### src/hdl/pbpt_pkg.sv
// ----------------------------------------------------------------------------
// pbpt_pkg
// Types, register indexes and constants shared by the Poincare ball transport
// block, its channel interfaces and its checker.
// ----------------------------------------------------------------------------
package pbpt_pkg;

  // Q4.12 element as carried on the channels
  typedef logic signed [15:0] elem_t;

  // configuration register indexes
  typedef logic [1:0] cfg_idx_t;
  localparam cfg_idx_t CFG_CURVATURE = 2'd0;
  localparam cfg_idx_t CFG_MIN_DENOM = 2'd1;
  localparam cfg_idx_t CFG_MODE      = 2'd2;

  // transport modes
  localparam logic [1:0] MODE_TO_ORIGIN   = 2'd0;
  localparam logic [1:0] MODE_FROM_ORIGIN = 2'd1;
  localparam logic [1:0] MODE_P_TO_Q      = 2'd2;

  // item kinds
  localparam logic KIND_LOAD   = 1'b0;
  localparam logic KIND_VECTOR = 1'b1;

  // register reset values
  localparam logic [15:0] CURVATURE_RST = 16'd4096;
  localparam logic [15:0] MIN_DENOM_RST = 16'd66;
  localparam logic [1:0]  MODE_RST      = MODE_P_TO_Q;

  // widths and fixed constants
  localparam int unsigned ACC_W     = 48;
  localparam int unsigned SCALE_W   = 32;
  localparam int unsigned DEN_W     = 17;
  localparam int unsigned QUOT_W    = 33;
  localparam int unsigned DIV_CNT_W = 6;
  localparam logic [SCALE_W-1:0]   SCALE_ONE = 32'h0001_0000;
  localparam logic [DIV_CNT_W-1:0] DIV_LAST  = 6'd32;

  localparam logic signed [15:0] ELEM_MAX = 16'sh7FFF;
  localparam logic signed [15:0] ELEM_MIN = 16'sh8000;

  // sequencer states, one-hot
  typedef enum logic [10:0] {
    ST_IDLE  = 11'b000_0000_0001,
    ST_SQP   = 11'b000_0000_0010,
    ST_SQQ   = 11'b000_0000_0100,
    ST_ACCQ  = 11'b000_0000_1000,
    ST_PLO   = 11'b000_0001_0000,
    ST_PHI   = 11'b000_0010_0000,
    ST_DEN   = 11'b000_0100_0000,
    ST_SCALE = 11'b000_1000_0000,
    ST_DIV   = 11'b001_0000_0000,
    ST_VMUL  = 11'b010_0000_0000,
    ST_VOUT  = 11'b100_0000_0000
  } state_t;

endpackage

### src/hdl/pbpt_in_if.sv
// ----------------------------------------------------------------------------
// pbpt_in_if
// Input channel: load items (point elements) and vector items.
// ----------------------------------------------------------------------------
interface pbpt_in_if;
  import pbpt_pkg::*;

  logic  valid;
  logic  ready;
  logic  kind;
  elem_t p_elem;
  elem_t q_elem;
  elem_t v_elem;
  logic  last;

  modport source (output valid, output kind, output p_elem, output q_elem,
                  output v_elem, output last, input ready);
  modport sink   (input valid, input kind, input p_elem, input q_elem,
                  input v_elem, input last, output ready);
endinterface

### src/hdl/pbpt_out_if.sv
// ----------------------------------------------------------------------------
// pbpt_out_if
// Result channel: transported vector elements.
// ----------------------------------------------------------------------------
interface pbpt_out_if;
  import pbpt_pkg::*;

  logic  valid;
  logic  ready;
  elem_t out_elem;
  logic  out_last;
  logic  saturated;

  modport source (output valid, output out_elem, output out_last,
                  output saturated, input ready);
  modport sink   (input valid, input out_elem, input out_last,
                  input saturated, output ready);
endinterface

### src/hdl/poincare_ball_parallel_transport.sv
// ----------------------------------------------------------------------------
// poincare_ball_parallel_transport
// Conformal-scale parallel transport on the Poincare ball, built around one
// shared 32x32 multiplier and a bit-serial divider under a small sequencer.
// ----------------------------------------------------------------------------
//  channel | dir | transfer / write       | payload
//  in_if   | in  | valid & ready          | kind, p_elem, q_elem, v_elem, last
//  out_if  | out | valid & ready          | out_elem, out_last, saturated
//  cfg_*   | in  | cfg_we (no handshake)  | cfg_index, cfg_wdata
//
//  Load item: accept, square p, square q, accumulate. For c > 0, modes 0-2,
//  the last load item adds two denominators, set-up and (not from origin) the
//  divider. Vector item: accept, multiply, round while the output is free.
//  in_if.ready is high only in the idle state; a finished result waits in the
//  output register, and a vector item stalls there until that register frees.
//  Reset is synchronous: registers at their reset values, output empty.
// ----------------------------------------------------------------------------
module poincare_ball_parallel_transport (
  input  logic                clk,
  input  logic                rst_n,
  pbpt_in_if.sink             in_if,
  pbpt_out_if.source          out_if,
  input  logic                cfg_we,
  input  pbpt_pkg::cfg_idx_t  cfg_index,
  input  logic [15:0]         cfg_wdata
);
  import pbpt_pkg::*;

  // control state
  state_t                state_r, state_nxt;
  logic                  out_valid_r, out_valid_nxt;
  logic [15:0]           curvature_r, curvature_nxt;
  logic [15:0]           min_denom_r, min_denom_nxt;
  logic [1:0]            mode_r, mode_nxt;
  logic [ACC_W-1:0]      acc_p_r, acc_p_nxt;
  logic [ACC_W-1:0]      acc_q_r, acc_q_nxt;
  logic [SCALE_W-1:0]    scale_r, scale_nxt;
  logic                  sel_q_r, sel_q_nxt;
  logic [DIV_CNT_W-1:0]  cnt_r, cnt_nxt;

  // datapath
  logic [15:0]           p_mag_r, q_mag_r, v_mag_r;
  logic                  v_neg_r, last_r;
  logic [63:0]           mul_r;
  logic [46:0]           lo_r;
  logic [DEN_W-1:0]      dp_r, dq_r;
  logic [QUOT_W-1:0]     num_r;
  logic [15:0]           rem_r;
  elem_t                 out_elem_r;
  logic                  out_last_r, sat_r;

  logic                  in_xfer, out_free, c_pos;
  logic [31:0]           mul_a, mul_b;
  logic [63:0]           mul_p;
  logic [ACC_W-1:0]      acc_sel;
  logic [ACC_W:0]        sum_p, sum_q;
  logic [62:0]           prod;
  logic [36:0]           diff;
  logic [DEN_W-1:0]      d_raw, d_lo, d_val;
  logic [16:0]           rem_sh;
  logic                  q_bit;
  logic [16:0]           rem_sub;
  logic [QUOT_W-1:0]     quot;
  logic [47:0]           rnd;
  logic [31:0]           r_mag;
  elem_t                 res_elem;
  logic                  res_sat;

  function automatic logic [15:0] mag16(input logic [15:0] x);
    mag16 = x[15] ? (~x + 16'd1) : x;
  endfunction

  assign in_xfer  = in_if.valid && in_if.ready;
  assign out_free = !out_valid_r || out_if.ready;
  assign c_pos    = !curvature_r[15] && (curvature_r[14:0] != 15'd0);
  assign acc_sel  = sel_q_r ? acc_q_r : acc_p_r;

  // shared multiplier operand select
  always_comb begin
    mul_a = '0;
    mul_b = '0;
    case (state_r)
      ST_SQP: begin
        mul_a = {16'd0, p_mag_r};
        mul_b = {16'd0, p_mag_r};
      end
      ST_SQQ: begin
        mul_a = {16'd0, q_mag_r};
        mul_b = {16'd0, q_mag_r};
      end
      ST_PLO: begin
        mul_a = {17'd0, curvature_r[14:0]};
        mul_b = acc_sel[31:0];
      end
      ST_PHI: begin
        mul_a = {17'd0, curvature_r[14:0]};
        mul_b = {16'd0, acc_sel[47:32]};
      end
      ST_VMUL: begin
        mul_a = {16'd0, v_mag_r};
        mul_b = scale_r;
      end
      default: begin
        mul_a = '0;
        mul_b = '0;
      end
    endcase
  end
  assign mul_p = mul_a * mul_b;

  // saturating accumulation of squares
  assign sum_p = {1'b0, acc_p_r} + {18'd0, mul_r[30:0]};
  assign sum_q = {1'b0, acc_q_r} + {18'd0, mul_r[30:0]};

  // clamped denominator: max(1 - c*|x|^2, min_denom) in Q0.16
  assign prod  = {mul_r[30:0], 32'd0} + {16'd0, lo_r};
  assign diff  = {1'b1, 36'd0} - {1'b0, prod[35:0]};
  assign d_raw = (prod[62:36] == 27'd0) ? diff[36:20] : '0;
  assign d_lo  = (min_denom_r == 16'd0) ? 17'd1 : {1'b0, min_denom_r};
  assign d_val = (d_raw < d_lo) ? d_lo : d_raw;

  // one restoring divider step, quotient shifts into num_r
  assign rem_sh  = {rem_r, num_r[QUOT_W-1]};
  assign q_bit   = (rem_sh >= dp_r);
  assign rem_sub = q_bit ? (rem_sh - dp_r) : rem_sh;
  assign quot    = {num_r[QUOT_W-2:0], q_bit};

  // round to nearest (ties away) and saturate the scaled magnitude
  assign rnd   = mul_r[47:0] + 48'h8000;
  assign r_mag = rnd[47:16];
  always_comb begin
    if (v_neg_r) begin
      res_sat  = (r_mag > 32'd32768);
      res_elem = res_sat ? ELEM_MIN : elem_t'(~r_mag[15:0] + 16'd1);
    end else begin
      res_sat  = (r_mag > 32'd32767);
      res_elem = res_sat ? ELEM_MAX : elem_t'(r_mag[15:0]);
    end
  end

  // sequencer
  always_comb begin
    state_nxt     = state_r;
    out_valid_nxt = out_valid_r;
    curvature_nxt = curvature_r;
    min_denom_nxt = min_denom_r;
    mode_nxt      = mode_r;
    acc_p_nxt     = acc_p_r;
    acc_q_nxt     = acc_q_r;
    scale_nxt     = scale_r;
    sel_q_nxt     = sel_q_r;
    cnt_nxt       = cnt_r;

    if (out_valid_r && out_if.ready) begin
      out_valid_nxt = 1'b0;
    end

    if (cfg_we) begin
      case (cfg_index)
        CFG_CURVATURE: curvature_nxt = cfg_wdata;
        CFG_MIN_DENOM: min_denom_nxt = cfg_wdata;
        CFG_MODE:      mode_nxt      = cfg_wdata[1:0];
        default:       ;
      endcase
    end

    case (state_r)
      ST_IDLE: begin
        if (in_xfer) begin
          state_nxt = (in_if.kind == KIND_VECTOR) ? ST_VMUL : ST_SQP;
        end
      end
      ST_SQP: state_nxt = ST_SQQ;
      ST_SQQ: begin
        acc_p_nxt = sum_p[ACC_W] ? '1 : sum_p[ACC_W-1:0];
        state_nxt = ST_ACCQ;
      end
      ST_ACCQ: begin
        acc_q_nxt = sum_q[ACC_W] ? '1 : sum_q[ACC_W-1:0];
        if (!last_r) begin
          state_nxt = ST_IDLE;
        end else if (!c_pos || mode_r > MODE_P_TO_Q) begin
          scale_nxt = SCALE_ONE;
          acc_p_nxt = '0;
          acc_q_nxt = '0;
          state_nxt = ST_IDLE;
        end else begin
          sel_q_nxt = 1'b0;
          state_nxt = ST_PLO;
        end
      end
      ST_PLO: state_nxt = ST_PHI;
      ST_PHI: state_nxt = ST_DEN;
      ST_DEN: begin
        if (!sel_q_r) begin
          sel_q_nxt = 1'b1;
          state_nxt = ST_PLO;
        end else begin
          state_nxt = ST_SCALE;
        end
      end
      ST_SCALE: begin
        cnt_nxt = '0;
        if (mode_r == MODE_FROM_ORIGIN) begin
          scale_nxt = {15'd0, dp_r};
          acc_p_nxt = '0;
          acc_q_nxt = '0;
          state_nxt = ST_IDLE;
        end else begin
          state_nxt = ST_DIV;
        end
      end
      ST_DIV: begin
        cnt_nxt = cnt_r + 1'b1;
        if (cnt_r == DIV_LAST) begin
          scale_nxt = quot[QUOT_W-1] ? '1 : quot[SCALE_W-1:0];
          acc_p_nxt = '0;
          acc_q_nxt = '0;
          state_nxt = ST_IDLE;
        end
      end
      ST_VMUL: state_nxt = ST_VOUT;
      ST_VOUT: begin
        if (out_free) begin
          out_valid_nxt = 1'b1;
          state_nxt     = ST_IDLE;
        end
      end
      default: state_nxt = ST_IDLE;
    endcase
  end

  // control registers
  always_ff @(posedge clk) begin
    if (!rst_n) begin
      state_r     <= ST_IDLE;
      out_valid_r <= 1'b0;
      curvature_r <= CURVATURE_RST;
      min_denom_r <= MIN_DENOM_RST;
      mode_r      <= MODE_RST;
      acc_p_r     <= '0;
      acc_q_r     <= '0;
      scale_r     <= SCALE_ONE;
      sel_q_r     <= 1'b0;
      cnt_r       <= '0;
    end else begin
      state_r     <= state_nxt;
      out_valid_r <= out_valid_nxt;
      curvature_r <= curvature_nxt;
      min_denom_r <= min_denom_nxt;
      mode_r      <= mode_nxt;
      acc_p_r     <= acc_p_nxt;
      acc_q_r     <= acc_q_nxt;
      scale_r     <= scale_nxt;
      sel_q_r     <= sel_q_nxt;
      cnt_r       <= cnt_nxt;
    end
  end

  // datapath registers
  always_ff @(posedge clk) begin
    if (in_xfer) begin
      p_mag_r <= mag16(in_if.p_elem);
      q_mag_r <= mag16(in_if.q_elem);
      v_mag_r <= mag16(in_if.v_elem);
      v_neg_r <= in_if.v_elem[15];
      last_r  <= in_if.last;
    end
    if (state_r == ST_SQP || state_r == ST_SQQ || state_r == ST_PLO ||
        state_r == ST_PHI || state_r == ST_VMUL) begin
      mul_r <= mul_p;
    end
    if (state_r == ST_PHI) begin
      lo_r <= mul_r[46:0];
    end
    if (state_r == ST_DEN) begin
      if (sel_q_r) begin
        dq_r <= d_val;
      end else begin
        dp_r <= d_val;
      end
    end
    if (state_r == ST_SCALE) begin
      num_r <= (mode_r == MODE_TO_ORIGIN) ? {1'b1, 32'd0} : {dq_r, 16'd0};
      rem_r <= '0;
    end else if (state_r == ST_DIV) begin
      num_r <= quot;
      rem_r <= rem_sub[15:0];
    end
    if (state_r == ST_VOUT && out_free) begin
      out_elem_r <= res_elem;
      out_last_r <= last_r;
      sat_r      <= res_sat;
    end
  end

  assign in_if.ready      = (state_r == ST_IDLE);
  assign out_if.valid     = out_valid_r;
  assign out_if.out_elem  = out_elem_r;
  assign out_if.out_last  = out_last_r;
  assign out_if.saturated = sat_r;

endmodule

### src/flat_wrapper.sv
// flat-port wrapper written by rule: the top's interface ports become plain ports
module poincare_ball_parallel_transport_flat import pbpt_pkg::*;
  (clk, rst_n, cfg_we, cfg_index, cfg_wdata, in_if_valid, in_if_kind, in_if_p_elem, in_if_q_elem, in_if_v_elem, in_if_last, in_if_ready, out_if_valid, out_if_out_elem, out_if_out_last, out_if_saturated, out_if_ready);
  pbpt_in_if in_if_i ();
  pbpt_out_if out_if_i ();
  input  logic clk;
  input  logic rst_n;
  input  logic cfg_we;
  input  pbpt_pkg::cfg_idx_t cfg_index;
  input  logic [15:0] cfg_wdata;
  input wire logic [$bits(in_if_i.valid)-1:0] in_if_valid;
  input wire logic [$bits(in_if_i.kind)-1:0] in_if_kind;
  input wire logic [$bits(in_if_i.p_elem)-1:0] in_if_p_elem;
  input wire logic [$bits(in_if_i.q_elem)-1:0] in_if_q_elem;
  input wire logic [$bits(in_if_i.v_elem)-1:0] in_if_v_elem;
  input wire logic [$bits(in_if_i.last)-1:0] in_if_last;
  output wire logic [$bits(in_if_i.ready)-1:0] in_if_ready;
  output wire logic [$bits(out_if_i.valid)-1:0] out_if_valid;
  output wire logic [$bits(out_if_i.out_elem)-1:0] out_if_out_elem;
  output wire logic [$bits(out_if_i.out_last)-1:0] out_if_out_last;
  output wire logic [$bits(out_if_i.saturated)-1:0] out_if_saturated;
  input wire logic [$bits(out_if_i.ready)-1:0] out_if_ready;
  assign in_if_i.valid = in_if_valid;
  assign in_if_i.kind = in_if_kind;
  assign in_if_i.p_elem = in_if_p_elem;
  assign in_if_i.q_elem = in_if_q_elem;
  assign in_if_i.v_elem = in_if_v_elem;
  assign in_if_i.last = in_if_last;
  assign in_if_ready = in_if_i.ready;
  assign out_if_valid = out_if_i.valid;
  assign out_if_out_elem = out_if_i.out_elem;
  assign out_if_out_last = out_if_i.out_last;
  assign out_if_saturated = out_if_i.saturated;
  assign out_if_i.ready = out_if_ready;
  poincare_ball_parallel_transport u_core (.clk(clk), .rst_n(rst_n), .in_if(in_if_i), .out_if(out_if_i), .cfg_we(cfg_we), .cfg_index(cfg_index), .cfg_wdata(cfg_wdata));
endmodule
### config.mk
export PLATFORM = sky130hd
export DESIGN_NAME = poincare_ball_parallel_transport_flat
export DESIGN_NICKNAME = d
export VERILOG_FILES = /design/src/hdl/pbpt_pkg.sv /design/src/hdl/pbpt_in_if.sv /design/src/hdl/pbpt_out_if.sv /design/src/hdl/poincare_ball_parallel_transport.sv /design/src/flat_wrapper.sv
export SDC_FILE = /design/constraint.sdc
export NUM_CORES = 2
export LEC_CHECK = 0
export BUFFER_PORTS_ARGS = -buffer_cell sky130_fd_sc_hd__buf_2
export CORE_ASPECT_RATIO = 0.6
export CORE_MARGIN = 2
export CORE_UTILIZATION = 60
export DETAILED_ROUTE_END_ITERATION = 8
export PLACE_DENSITY = 0.88
export REMOVE_ABC_BUFFERS = 1
export SYNTH_ARGS = -nofsm -noshare
export SYNTH_HDL_FRONTEND = slang
export SYNTH_SLANG_ARGS = --single-unit
### constraint.sdc
create_clock -name clk -period 10.9 [get_ports clk]
set_clock_uncertainty 0.2 [all_clocks]
set_input_delay 0 -clock clk [delete_from_list [all_inputs] [get_ports clk]]
set_output_delay 0 -clock clk [all_outputs]
set_load 0.005 [all_outputs]
==> impl_metrics.toml <==
[outcome]
status = "finished, violations left"
failed_checks = "slew limit"

[timing]
layout_min_cycle_time_ps = 10520
final.setup.tns_ps = 0
setup_viol = 0
rsz0062_at_grt = "no"
finalHoldViolCount = 0
maxSlewViolCount = 8
max_slew_margin_pct = -4.12
fin_crit_sh_pct = 96.5
tightest_slew_ps = 1560
timing.fmax_mhz = 95.1

[critical_path]
cpMostUsedCell = "fa_1"
critPathMaxStageDelay_ps = 900
crit_fanout = 73
cp.arrival_ps = 10740
critPathSlowestCell = "a221o_1"
path_class = "register to register"
end_kind = "register"
critPathLaunchType = "register"
worst-endpoint-required_ps = 11120

[logic_synthesis]
yosysSeqAreaShare_pct = 26.5
synthSimpleGateAreaFrac_pct = 16.8
synth_top_family_by_area = "adder cells"
avgSynthCellArea_um2 = 8.94
synthFlopType = "edfxtp_1"
synth_compound_area_share_pct = 16.1
netlist_area_um2 = 41000
synthArstFlopShare_pct = 0
yosys_warnings = 0
synth_xor_area_share_pct = 4.36
synthAdderAreaFrac_pct = 27.9
synth_edf_count = 230
synthMuxAreaShare_pct = 1.20
yosys.cell_types.count = 93
synth_seq_cells = 427
syn_inst = 4583

[placed_design]
portBuffers = 92
globalplace.congestion = 1.07
dp_hpwl_um = 106000

[route]
drtAntennaViolNets = 0
drtIter0Drc = 6142
drt_drc_violations_left = 0
drtPass1Iterations = 9
wl_um = 143000
via_per_inst = 6.56
routedWlPerCell_um = 25.3
dr_total_vias = 37200

[power]
p_switching_mw = 0.920
cellLeakagePower_nw = 19.5
vdd_drop_max_mv = 0.108
pwr-share-comb_pct = 8.9
powerDensity_nw_per_um2 = 78.4
p_sw_share_pct = 26.0
p_int_mw = 2.61
finalPower_mw = 3.53
pwr-share-clk_pct = 41.3
pwr-share-seq_pct = 49.7

[min_path]
hold_path.class = "input port to register"

[cts]
clk_latency_ps = 590
cts.sinks = 427
clockBufferDepth = 3
cts-root-buf = "clkbuf_16"
h-tree-depth = 2
cts_tree = "yes"
cts_buffers = 39
path_clk_slew_ps = 70

[global_route]
grt_max_degree = 107
track_usage_pct = 40.5
grt_overflow = 0
grt_pass1_vias = 35300
antenna_found_initial = 8
grt_pass1_wl_um = 215000

[finish]
multi_input_area_um2 = 27300
final_common_cell = "nand2_1"
final_cell_mix = "683 x nand2_1, 547 x inv_1, 422 x fa_1"
fin_nets = 5454
drive_gt1_share_pct = 6.37
nFillCells = 5134
seq_area_um2 = 10900
synthToLayoutAreaGrowth_pct = 10.0

[die]
pin_count = 93
start_util_pct = 60.4
fp.dieArea_um2 = 70400
die_w_um = 341
dieHeight_um = 206
fp-row-count = 74
core_area_um2 = 67800

[run]
cap_violations = 0
==> synthesized netlist by cell type, drive strengths merged, types with 45 or more instances <==
library cell / count / area (um2)
xor2: 74 / 648
a21boi: 86 / 646
xnor2: 130 / 1140
edfxtp: 230 / 6910
o21ai: 236 / 1180
o21a: 45 / 345
nand2: 683 / 2560
a21oi: 172 / 861
nand3: 79 / 395
mux2i: 48 / 480
dfxtp: 197 / 3940
ha: 237 / 2970
nor2: 351 / 1330
fa: 422 / 8450
clkbuf: 170 / 638
inv: 548 / 2060
nand4: 45 / 327
a21o: 84 / 631
and2: 58 / 363
nor3: 61 / 305
o211ai: 46 / 345
==> registers in the layout, summed over array words and instances (netlist names), 2 cells and up <==
register and flops:
u_core.mul_r 48, u_core.state_r 11, u_core.num_r 33, u_core.cnt_r 6, u_core.out_if.out_elem 16, u_core.scale_r 32, u_core.curvature_r 16, u_core.lo_r 47
u_core.min_denom_r 16, u_core.acc_q_r 48, u_core.dp_r 17, u_core.rem_r 16, u_core.acc_p_r 48, u_core.p_mag_r 16, u_core.q_mag_r 16, u_core.mode_r 2
u_core.dq_r 17, u_core.v_mag_r 16
==> layout make-up <==
type | count | area share, %
repair buffers | 308 | 5.40
inverters | 549 | 4.57
flip-flops and latches | 427 | 24.1
multi-input cells | 3397 | 60.5
clock buffers | 48 | 2.38
clock inverters | 24 | 0.455
well taps | 912 | 2.53
diodes | 6 | 0.0333
==> worst paths after layout <==
path	cells after the start	endpoint	start	slack, ps
setup / recovery	28	u_core.mul_r[47]	u_core.state_r[2]	380
hold / removal	2	u_core.p_mag_r[0]	in_if_p_elem[0]	60
setup reg to reg	28	u_core.mul_r[47]	u_core.state_r[2]	380
hold reg to reg	2	u_core.acc_q_r[18]	u_core.acc_q_r[18]	270
==> power by group through the flow <==
stage          sequential, mW  combinational (mW)  clock (mW)
3_5_place_dp             1.79               0.251           0
3_3_place_gp             1.79               0.243           0
4_1_cts                  1.75               0.294        1.43
5_1_grt                  1.76               0.334        1.51
2_1_floorplan            1.77               0.157           0
6_report                 1.76               0.316        1.46
==> cells by family (layout without fill, tap and decap cells) <==
group | after synthesis | after routing
AND/OR/NAND/NOR | 1505 | 1505
AO/OA/AOI/OAI | 980 | 980
buffers and inverters | 759 | 929
adder cells (fa/ha/maj) | 659 | 659
flip-flops | 427 | 427
XOR/XNOR | 204 | 204
multiplexers | 49 | 49
other | 0 | 6
==> metrics by stage <==
step | hold WS (ps) | instance area, um2 | setup slack, ps | cells | util (%)
finish | 58.0 | 45100 | 380 | 5671 | 66.5
global route | 76.3 | 45100 | 17.8 | 5667 | 66.5
CTS | 0.613 | 45000 | 730 | 5665 | 66.5
detailed placement | -17.6 | 42500 | 735 | 5464 | 62.7
global placement | -21.8 | 42500 | 975 | 5464 | 62.7
floorplan | -138 | 40100 | 35.6 | 4373 | -
==> worst max-delay path, delay by kind of cell, from the launching register on <==
| family | cells | cell delay, ps |
|---|---|---|
| AOI/OAI and AO/OA | 6 | 2910 |
| buffers and inverters | 6 | 620 |
| and+or+nand+nor | 9 | 2700 |
| DFF | 1 | 400 |
| adders and majority gates | 7 | 3460 |
==> metal layers <==
| metal | global-route usage, % | share of wire [%] |
|---|---|---|
| met2 | 54.8 | 38 |
| met1 | 56.1 | 38 |
| met4 | 13.3 | 4.4 |
| met3 | 19.8 | 20 |
| met5 | 0 | 0.020 |
==> what timing repair did <==
action / 4_1_cts / 5_1_grt
setup buffers: 0 / 0
setup endpoints to repair: 0 / 1
hold buffers: 129 / 0
resized for setup: 0 / 1
endpoints found under the hold margin: 123 / 0
Note: power is estimated with default switching activity, not from simulation.
